==> config.mk <==
export PLATFORM = sky130hd
export DESIGN_NAME = heart_rate_select_sliding_median
export DESIGN_NICKNAME = d
export VERILOG_FILES = /design/src/design/hrs_pkg.sv /design/src/design/heart_rate_select_sliding_median.sv /design/src/design/hrs_front.sv /design/src/design/hrs_queue.sv /design/src/design/hrs_back.sv
export SDC_FILE = /design/constraint.sdc
export NUM_CORES = 2
export LEC_CHECK = 0
export BUFFER_PORTS_ARGS = -buffer_cell sky130_fd_sc_hd__buf_2
export CELL_PAD_IN_SITES_DETAIL_PLACEMENT = 1
export CELL_PAD_IN_SITES_GLOBAL_PLACEMENT = 1
export CORE_MARGIN = 2
export CORE_UTILIZATION = 50
export CTS_BUF_LIST = sky130_fd_sc_hd__clkbuf_4
export CTS_CLUSTER_DIAMETER = 50
export DETAILED_ROUTE_END_ITERATION = 10
export PLACE_DENSITY_LB_ADDON = 0.05
export SLEW_MARGIN = 10
export SYNTH_ARGS = -nofsm -noshare
export SYNTH_HDL_FRONTEND = slang
export SYNTH_HIERARCHICAL = 1
export SYNTH_SLANG_ARGS = --single-unit
==> constraint.sdc <==
create_clock -name clk_i -period 6.8 [get_ports clk_i]
set_input_delay 0.68 -clock clk_i [delete_from_list [all_inputs] [get_ports clk_i]]
set_output_delay 0.68 -clock clk_i [all_outputs]
set_load 0.05 [all_outputs]
==> src/design/hrs_pkg.sv <==
// shared types and constants of the heart rate select and sliding median block
package hrs_pkg;

  localparam int unsigned WINDOW_DEPTH = 40;

  localparam logic [15:0] WINDOW_RESET_OLDEST = 16'd12288;
  localparam logic [15:0] CONF_THR_RESET      = 16'd102;
  localparam logic [15:0] DIFF_THR_RESET      = 16'd3840;

  localparam logic [16:0] BREATH_ROUND = 17'd128;
  localparam logic [17:0] MEDIAN_ROUND = 18'd256;
  localparam logic [7:0]  BPM_MAX      = 8'd255;

  // configuration register indexes
  localparam logic CFG_CONF_THR = 1'b0;
  localparam logic CFG_DIFF_THR = 1'b1;

  // one classified frame, front end to back end
  typedef struct packed {
    logic [15:0] chosen;
    logic [7:0]  breath_bpm;
    logic        used_fft;
  } entry_t;

  // queue occupancy seen by both ends
  typedef struct packed {
    logic full;
    logic empty;
  } queue_stat_t;

endpackage

==> src/design/heart_rate_select_sliding_median.sv <==
// top level of the heart rate select and sliding median block
//
// one input word per radar frame arrives on the s_axis channel: fft and
// peak heart rate estimates, heart confidence and breath rate, all Q8.8
// one result word per frame leaves on the m_axis channel: median heart
// rate and rounded breath rate in whole bpm, tuser flags the fft estimate
// the front end smooths the confidence, picks an estimate and queues it
// in a two-word queue, so it keeps taking words while the back end works
// the back end keeps the window as a sorted row of cells tagged with
// their age; the oldest cell is overwritten and WINDOW_DEPTH odd-even
// compare and swap passes restore order, then the middle cells give the
// median
// an accepted word is registered in the queue; the back end pops it,
// runs the sort passes and loads the output register, and takes no new
// word from the queue until that result is loaded
// a result waits in the output register while m_axis_tready is low; the
// back end finishes one more word and the queue fills, so s_axis_tready
// drops after three more words
// reset clears the queue, loads the default thresholds, zeroes the
// smoothed confidence and sets the window to one 48 bpm entry as the
// oldest and zeros elsewhere
// config writes take effect at once and are meant for an idle block
module heart_rate_select_sliding_median #(
  parameter int unsigned WINDOW_DEPTH = hrs_pkg::WINDOW_DEPTH
) (
  input  logic        clk_i,
  input  logic        rst_ni,
  // config write port, index 0 confidence threshold, 1 difference threshold
  input  logic        cfg_we_i,
  input  logic        cfg_index_i,
  input  logic [15:0] cfg_data_i,
  // input words
  input  logic        s_axis_tvalid,
  output logic        s_axis_tready,
  // heart_rate_fft[15:0], heart_rate_peak[31:16], heart_confidence[47:32],
  // breath_rate_fft[63:48]
  input  logic [63:0] s_axis_tdata,
  // result words
  output logic        m_axis_tvalid,
  input  logic        m_axis_tready,
  // heart_rate_bpm[7:0], breath_rate_bpm[15:8]
  output logic [15:0] m_axis_tdata,
  // used_fft[0]
  output logic        m_axis_tuser
);

  hrs_pkg::queue_stat_t q_stat;
  hrs_pkg::entry_t      push_entry, pop_entry;
  logic                 push, pop;
  logic [7:0]           heart_bpm, breath_bpm;

  // front end: classify and queue
  hrs_front u_front (
    .clk_i              (clk_i),
    .rst_ni             (rst_ni),
    .cfg_we_i           (cfg_we_i),
    .cfg_index_i        (cfg_index_i),
    .cfg_data_i         (cfg_data_i),
    .in_valid_i         (s_axis_tvalid),
    .in_ready_o         (s_axis_tready),
    .heart_rate_fft_i   (s_axis_tdata[15:0]),
    .heart_rate_peak_i  (s_axis_tdata[31:16]),
    .heart_confidence_i (s_axis_tdata[47:32]),
    .breath_rate_fft_i  (s_axis_tdata[63:48]),
    .q_stat_i           (q_stat),
    .push_o             (push),
    .push_entry_o       (push_entry)
  );

  // decoupling queue
  hrs_queue u_queue (
    .clk_i        (clk_i),
    .rst_ni       (rst_ni),
    .push_i       (push),
    .push_entry_i (push_entry),
    .pop_i        (pop),
    .pop_entry_o  (pop_entry),
    .stat_o       (q_stat)
  );

  // back end: window update, sort and median
  hrs_back #(
    .WINDOW_DEPTH (WINDOW_DEPTH)
  ) u_back (
    .clk_i             (clk_i),
    .rst_ni            (rst_ni),
    .q_stat_i          (q_stat),
    .q_entry_i         (pop_entry),
    .pop_o             (pop),
    .out_valid_o       (m_axis_tvalid),
    .out_ready_i       (m_axis_tready),
    .heart_rate_bpm_o  (heart_bpm),
    .breath_rate_bpm_o (breath_bpm),
    .used_fft_o        (m_axis_tuser)
  );

  assign m_axis_tdata = {breath_bpm, heart_bpm};

endmodule

==> src/design/hrs_front.sv <==
// front end: configuration registers, confidence smoothing and estimate selection
module hrs_front (
  input  logic                clk_i,
  input  logic                rst_ni,
  input  logic                cfg_we_i,
  input  logic                cfg_index_i,
  input  logic [15:0]         cfg_data_i,
  input  logic                in_valid_i,
  output logic                in_ready_o,
  input  logic [15:0]         heart_rate_fft_i,
  input  logic [15:0]         heart_rate_peak_i,
  input  logic [15:0]         heart_confidence_i,
  input  logic [15:0]         breath_rate_fft_i,
  input  hrs_pkg::queue_stat_t q_stat_i,
  output logic                push_o,
  output hrs_pkg::entry_t     push_entry_o
);

  logic [15:0] conf_thr_q, diff_thr_q;
  logic [15:0] smooth_q, smooth_d;
  logic [16:0] conf_sum;
  logic [15:0] diff;
  logic [16:0] breath_sum;
  logic        use_fft;

  assign in_ready_o = ~q_stat_i.full;
  assign push_o     = in_valid_i & in_ready_o;

  assign conf_sum = {1'b0, heart_confidence_i} + {1'b0, smooth_q};
  assign smooth_d = conf_sum[16:1];
  assign diff = (heart_rate_fft_i >= heart_rate_peak_i) ?
                (heart_rate_fft_i - heart_rate_peak_i) :
                (heart_rate_peak_i - heart_rate_fft_i);
  assign use_fft = (smooth_d > conf_thr_q) | (diff < diff_thr_q);
  assign breath_sum = {1'b0, breath_rate_fft_i} + hrs_pkg::BREATH_ROUND;

  always_comb begin
    push_entry_o.chosen     = use_fft ? heart_rate_fft_i : heart_rate_peak_i;
    push_entry_o.used_fft   = use_fft;
    push_entry_o.breath_bpm = breath_sum[16] ? hrs_pkg::BPM_MAX : breath_sum[15:8];
  end

  always_ff @(posedge clk_i or negedge rst_ni) begin
    if (!rst_ni) begin
      conf_thr_q <= hrs_pkg::CONF_THR_RESET;
      diff_thr_q <= hrs_pkg::DIFF_THR_RESET;
      smooth_q   <= '0;
    end else begin
      if (cfg_we_i) begin
        case (cfg_index_i)
          hrs_pkg::CFG_CONF_THR: conf_thr_q <= cfg_data_i;
          hrs_pkg::CFG_DIFF_THR: diff_thr_q <= cfg_data_i;
          default: ;
        endcase
      end
      if (push_o) smooth_q <= smooth_d;
    end
  end

endmodule

==> src/design/hrs_queue.sv <==
// two-entry queue between front end and back end
module hrs_queue (
  input  logic                 clk_i,
  input  logic                 rst_ni,
  input  logic                 push_i,
  input  hrs_pkg::entry_t      push_entry_i,
  input  logic                 pop_i,
  output hrs_pkg::entry_t      pop_entry_o,
  output hrs_pkg::queue_stat_t stat_o
);

  hrs_pkg::entry_t mem_q [2];
  logic       wr_ptr_q, rd_ptr_q;
  logic [1:0] count_q;

  assign stat_o.full  = (count_q == 2'd2);
  assign stat_o.empty = (count_q == 2'd0);
  assign pop_entry_o  = mem_q[rd_ptr_q];

  always_ff @(posedge clk_i) begin
    if (push_i) mem_q[wr_ptr_q] <= push_entry_i;
  end

  always_ff @(posedge clk_i or negedge rst_ni) begin
    if (!rst_ni) begin
      wr_ptr_q <= 1'b0;
      rd_ptr_q <= 1'b0;
      count_q  <= 2'd0;
    end else begin
      if (push_i) wr_ptr_q <= ~wr_ptr_q;
      if (pop_i)  rd_ptr_q <= ~rd_ptr_q;
      case ({push_i, pop_i})
        2'b10:   count_q <= count_q + 2'd1;
        2'b01:   count_q <= count_q - 2'd1;
        default: ;
      endcase
    end
  end

endmodule

==> src/design/hrs_back.sv <==
// back end: tagged sorted window, odd-even sort passes, median and output register
module hrs_back #(
  parameter int unsigned WINDOW_DEPTH = hrs_pkg::WINDOW_DEPTH
) (
  input  logic                 clk_i,
  input  logic                 rst_ni,
  input  hrs_pkg::queue_stat_t q_stat_i,
  input  hrs_pkg::entry_t      q_entry_i,
  output logic                 pop_o,
  output logic                 out_valid_o,
  input  logic                 out_ready_i,
  output logic [7:0]           heart_rate_bpm_o,
  output logic [7:0]           breath_rate_bpm_o,
  output logic                 used_fft_o
);

  localparam int unsigned TAG_W  = $clog2(WINDOW_DEPTH);
  localparam int unsigned MID_LO = (WINDOW_DEPTH - 1) / 2;
  localparam int unsigned MID_HI = WINDOW_DEPTH / 2;

  localparam logic [1:0] ST_IDLE = 2'd0;
  localparam logic [1:0] ST_SORT = 2'd1;
  localparam logic [1:0] ST_DONE = 2'd2;

  logic [1:0]       state_q, state_d;
  logic [15:0]      val_q [WINDOW_DEPTH];
  logic [15:0]      val_d [WINDOW_DEPTH];
  logic [TAG_W-1:0] tag_q [WINDOW_DEPTH];
  logic [TAG_W-1:0] tag_d [WINDOW_DEPTH];
  logic [TAG_W-1:0] oldest_q, oldest_d;
  logic [TAG_W-1:0] pass_q, pass_d;
  logic             phase_q, phase_d;
  logic [7:0]       breath_q;
  logic             used_q;
  logic             out_valid_q;
  logic [7:0]       heart_out_q, breath_out_q;
  logic             used_out_q;
  logic [17:0]      median_sum;
  logic             load_out;

  assign pop_o    = (state_q == ST_IDLE) & ~q_stat_i.empty;
  assign load_out = (state_q == ST_DONE) & ~out_valid_q;

  assign median_sum = {2'b00, val_q[MID_LO]} + {2'b00, val_q[MID_HI]} + hrs_pkg::MEDIAN_ROUND;

  always_comb begin
    state_d  = state_q;
    val_d    = val_q;
    tag_d    = tag_q;
    oldest_d = oldest_q;
    pass_d   = pass_q;
    phase_d  = phase_q;
    case (state_q)
      ST_IDLE: begin
        if (pop_o) begin
          // the cell holding the oldest frame takes the new one
          for (int j = 0; j < WINDOW_DEPTH; j++) begin
            if (tag_q[j] == oldest_q) val_d[j] = q_entry_i.chosen;
          end
          oldest_d = (oldest_q == TAG_W'(WINDOW_DEPTH - 1)) ? '0 : oldest_q + 1'b1;
          pass_d   = '0;
          phase_d  = 1'b0;
          state_d  = ST_SORT;
        end
      end
      ST_SORT: begin
        for (int j = 0; j < WINDOW_DEPTH - 1; j++) begin
          if (((j % 2) == 1) == phase_q && val_q[j] > val_q[j+1]) begin
            val_d[j]   = val_q[j+1];
            val_d[j+1] = val_q[j];
            tag_d[j]   = tag_q[j+1];
            tag_d[j+1] = tag_q[j];
          end
        end
        phase_d = ~phase_q;
        pass_d  = pass_q + 1'b1;
        if (pass_q == TAG_W'(WINDOW_DEPTH - 1)) state_d = ST_DONE;
      end
      ST_DONE: begin
        if (load_out) state_d = ST_IDLE;
      end
      default: state_d = ST_IDLE;
    endcase
  end

  always_ff @(posedge clk_i or negedge rst_ni) begin
    if (!rst_ni) begin
      state_q     <= ST_IDLE;
      oldest_q    <= '0;
      pass_q      <= '0;
      phase_q     <= 1'b0;
      out_valid_q <= 1'b0;
      for (int j = 0; j < WINDOW_DEPTH - 1; j++) begin
        val_q[j] <= '0;
        tag_q[j] <= TAG_W'(j + 1);
      end
      val_q[WINDOW_DEPTH-1] <= hrs_pkg::WINDOW_RESET_OLDEST;
      tag_q[WINDOW_DEPTH-1] <= '0;
    end else begin
      state_q  <= state_d;
      val_q    <= val_d;
      tag_q    <= tag_d;
      oldest_q <= oldest_d;
      pass_q   <= pass_d;
      phase_q  <= phase_d;
      if (load_out) out_valid_q <= 1'b1;
      else if (out_ready_i) out_valid_q <= 1'b0;
    end
  end

  always_ff @(posedge clk_i) begin
    if (pop_o) begin
      breath_q <= q_entry_i.breath_bpm;
      used_q   <= q_entry_i.used_fft;
    end
    if (load_out) begin
      heart_out_q  <= (median_sum[17:9] > 9'd255) ? hrs_pkg::BPM_MAX : median_sum[16:9];
      breath_out_q <= breath_q;
      used_out_q   <= used_q;
    end
  end

  assign out_valid_o       = out_valid_q;
  assign heart_rate_bpm_o  = heart_out_q;
  assign breath_rate_bpm_o = breath_out_q;
  assign used_fft_o        = used_out_q;

endmodule

==> summary.txt <==
Status
  – Status: finished clean

Global routing
  – Vias in the first global route: ~60k
  – Global-route usage over all layers: 32.5%
  – Largest net degree at the start of global routing: 164
  – GRT overflow: 0
  – First-pass GRT wire length: 361,000 um
  – Initial antenna violation count: 7

Final layout
  – Fillers: roughly 15k
  – Area grow syn2layout: 10.2%
  – Layout Utilization: a little under three fifths
  – Layout net count: around 7.7k
  – Design area: 75,900 sq um
  – Share of post-route cells with drive strength above 1: between 10% and 20%
  – Storage cell area: 26,200 sq um
  – Multi-input logic area: around 38,000 sq um

STA
  – Setup TNS after final layout: 0 ps
  – Final Skew: approximately 87 ps
  – Fin crit share: 81.5%
  – Setup WS post-layout: between 1000 and 1500 ps
  – Final min period: 5540 ps
  – Worst rel slew slack: 12.4%
  – Pins Over Slew Limit: 0
  – Final setup fails: 0
  – Worst-margin pin slew: between 1000 and 1500 ps
  – FMAX: 180 MHz
  – Hold Vio Cnt, Final: 0
  – RSZ-0062 raised after global routing: false

Pwr
  – Maximum vdd drop: around 0.00033 V
  – Power Density: about 460 nW/um^2
  – Lkg Pwr: 34.1 nW

Place
  – GP Congestion: between 0.8 and 0.9
  – Worst slack, placed: around 1300 ps
  – Port Buffers: 97
  – Dpl cell area: about 71,000 sq um
  – Detailed placement HPWL: around 160,000 um

Floorplan
  – Horiz. Die Dim: 375 um
  – IO Count: between 100 and 150
  – Initial Utilization: 50.3%
  – Chip Height: between 300 and 400 um
  – Die area: between 100,000 and 150,000 sq um
  – Row count: 136
  – Core ar.: 137,000 sq um

CTS
  – Clock transition at path regs: approximately 50 ps
  – Worst-case clock buffer depth: 4
  – Skew-Pair Late Insertion Delay: approximately 1300 ps
  – CTS buffer count: 321
  – Root Buffer: clkbuf_4
  – # clock sinks: slightly above 1k
  – CTS tree: yes
  – H-tree Lvls: 5

Synth
  – Synth area leader: dfrtp_1
  – Mean Syn Cell Area: approximately 10 sq um
  – Ys flop type: dfrtp_1
  – Seq cells post-synth: between 1k and 1.5k
  – Synth top area share: between 30% and 40%
  – Syn nets: ~7.5k
  – Async S/R FF share, synth: between 90% and 100%
  – Post-synth EDFFs: 76
  – Yosys cell types: 90
  – Cell with the most instances after synthesis: dfrtp_1
  – Largest cells by area after synthesis: dfrtp_1 30%, ha_1 13%, mux2i_1 9.0%, a221oi_1 7.8%, dfstp_2 4.2%
  – Commonest cells post-synth: 838 x dfrtp_1, 735 x ha_1, 733 x inv_1, 620 x mux2i_1, 610 x a221oi_1
  – Synth warnings: 6
  – Register area share after synthesis: a little under two fifths
  – Synthesized instance count: 6,700
  – Cell area after synthesis: about 70,000 sq um

Worst setup path
  – Crit Path Class: in -> reg
  – CP bufs+invs: 4
  – Critical path's slowest cell: o21ai_2
  – Worst-path fanout max: 23
  – Slowest stage delay, CP: 910 ps
  – Crit path max-delay family: compound AO/OA/AOI/OAI gates
  – Critical path data required time: ~7800 ps
  – Critical path cell sequence: dlygate4sd3_1 -> buf_2 -> ha_1 -> inv_1 -> fa_1 -> a21oi_1 -> o2111ai_1 -> a211oi_2 -> o21ai_2 -> o311ai_1 -> o31a_1 -> xor2_1 -> ha_1 -> nand4_1 -> nor2_1 -> a21oi_1 -> o211ai_1 -> a31oi_1 -> a21oi_4 -> mux2_4 -> dlygate4sd3_1
  – Crit. End Element: flip-flop
  – Crit start category: input pin
  – WP data arrival: approximately 6500 ps

Detailed routing
  – Post-detailed-route wirelength per cell: ~26 um
  – DRT Pass-1 Iters: 5
  – Drt drc: 0
  – Number of routed nets with antenna violations: 0
  – Via density: 6.50
  – Vias: a little under 60k
  – Routed WL: about 230,000 um
  – Number of DRC markers in iteration 0: about 4.3k

Job
  – MaxCap Viol Count: 0

Hold path
  – Hold/Removal Path Class: in -> async
-- power breakdown --
group	total (W)	internal, W	switching, W
Sequential	0.00896	0.00744	0.00152
Combinational	0.0200	0.00751	0.0125
Clock	0.00618	0.00325	0.00293
-- final timing paths --
check	from	slack, ps	end	depth (start not counted)
setup / recovery	s_axis_tdata[16]	1260	u_queue/mem_q[0][24]$_DFFE_PP_	21
setup reg to reg	u_front/smooth_q[0]$_DFFE_PN0P_	1290	u_queue/mem_q[0][24]$_DFFE_PP_	18
hold reg to reg	u_back/breath_q[5]$_DFFE_PP_	400	u_back/breath_rate_bpm_o[5]$_DFFE_PP_	0
max in group asynchronous	rst_ni	4980	u_back/val_q[274]$_DFFE_PN0P_	4
hold / removal	rst_ni	20	u_back/val_q[189]$_DFFE_PN0P_	2
min in group clk_i	s_axis_tdata[36]	110	u_front/smooth_q[3]$_DFFE_PN0P_	6
-- area by class of cell --
cell class	instances	share of cell area (%)
inverter	734	3.63
sequential	1024	34.5
antenna	12	0.0396
multi-input combinational	4525	50.6
clock inverter	56	0.320
clock buffer	483	4.78
timing repair buffer	314	3.23
tap	1794	2.96
-- per-stage QoR --
step / hold slack, ps / std cells / power, W
4_1_cts: 1.65 / 8930 / 0.0351
5_1_grt: -12.6 / 8941 / 0.0376
3_5_place_dp: 409 / 8285 / 0.0287
6_report: 20.2 / 8942 / 0.0352
3_3_place_gp: 407 / 8285 / 0.0281
2_1_floorplan: 384 / 6700 / 0.0231
-- per-layer routing --
layer | global-route usage, % | share of wire (%)
met5 | 0 | 0
met4 | 12.0 | 3.2
met3 | 4.59 | 4.9
met2 | 53.3 | 47
met1 | 43.7 | 45
-- timing repair --
item	in CTS	in global routing
setup buffers	0	0
endpoints found under the hold margin	178	0
hold buffers	106	0
resized for setup	0	0
-- placed cells by master, fill, tap and decap left out, types with 76 or more instances in the layout --
| cell | instances |
|---|---|
| dfrtp_1 | 831 |
| ha_1 | 735 |
| inv_1 | 733 |
| mux2i_1 | 620 |
| a221oi_1 | 610 |
| clkbuf_4 | 483 |
| a21oi_1 | 337 |
| nand2_1 | 216 |
| o2bb2ai_1 | 198 |
| a22oi_1 | 192 |
| nand4_1 | 186 |
| xnor2_1 | 148 |
| nor2_1 | 144 |
| xor2_1 | 136 |
| o21ai_0 | 114 |
| dfstp_2 | 110 |
| dlygate4sd3_1 | 106 |
| buf_4 | 106 |
| nand3_1 | 102 |
| buf_2 | 96 |
| mux2_2 | 82 |
| edfxtp_1 | 76 |
-- sequential cells by signal, indices dropped and copies added (netlist names), 2 cells and up --
register                  count
u_back/val_q                640
u_back/tag_q                240
u_queue/mem_q                50
u_front/conf_thr_q           16
u_front/diff_thr_q           16
u_front/smooth_q             16
u_back/breath_q               8
u_back/breath_rate_bpm_o      8
u_back/heart_rate_bpm_o       8
u_back/oldest_q               6
u_back/pass_q                 6
u_back/state_q                2
u_queue/count_q               2
-- kinds of logic after synthesis --
kind of cell	after synthesis	share of synthesized area, %
simple gates	990	7.84
fa+ha+maj	738	13.4
xor+xnor	284	3.61
buf+inv	1151	6.74
mux	722	10.8
compound gates	1791	19.6
flops	1024	38.0
-- worst reg2reg max path, cell delays in order (launching register included) --
cell	delay (ps)
dfrtp_1	410
nand2_1	100
fa_1	430
nor2b_1	210
o21ai_1	120
a21boi_2	260
o31ai_2	120
a2111oi_2	400
nor3_1	140
nor2_1	210
ha_1	290
a21o_1	170
nand3_1	80
a21oi_1	70
a211oi_1	280
o31ai_1	220
a21oi_4	730
mux2_4	380
dlygate4sd3_1	580
Power figures use the tool's default switching activity.
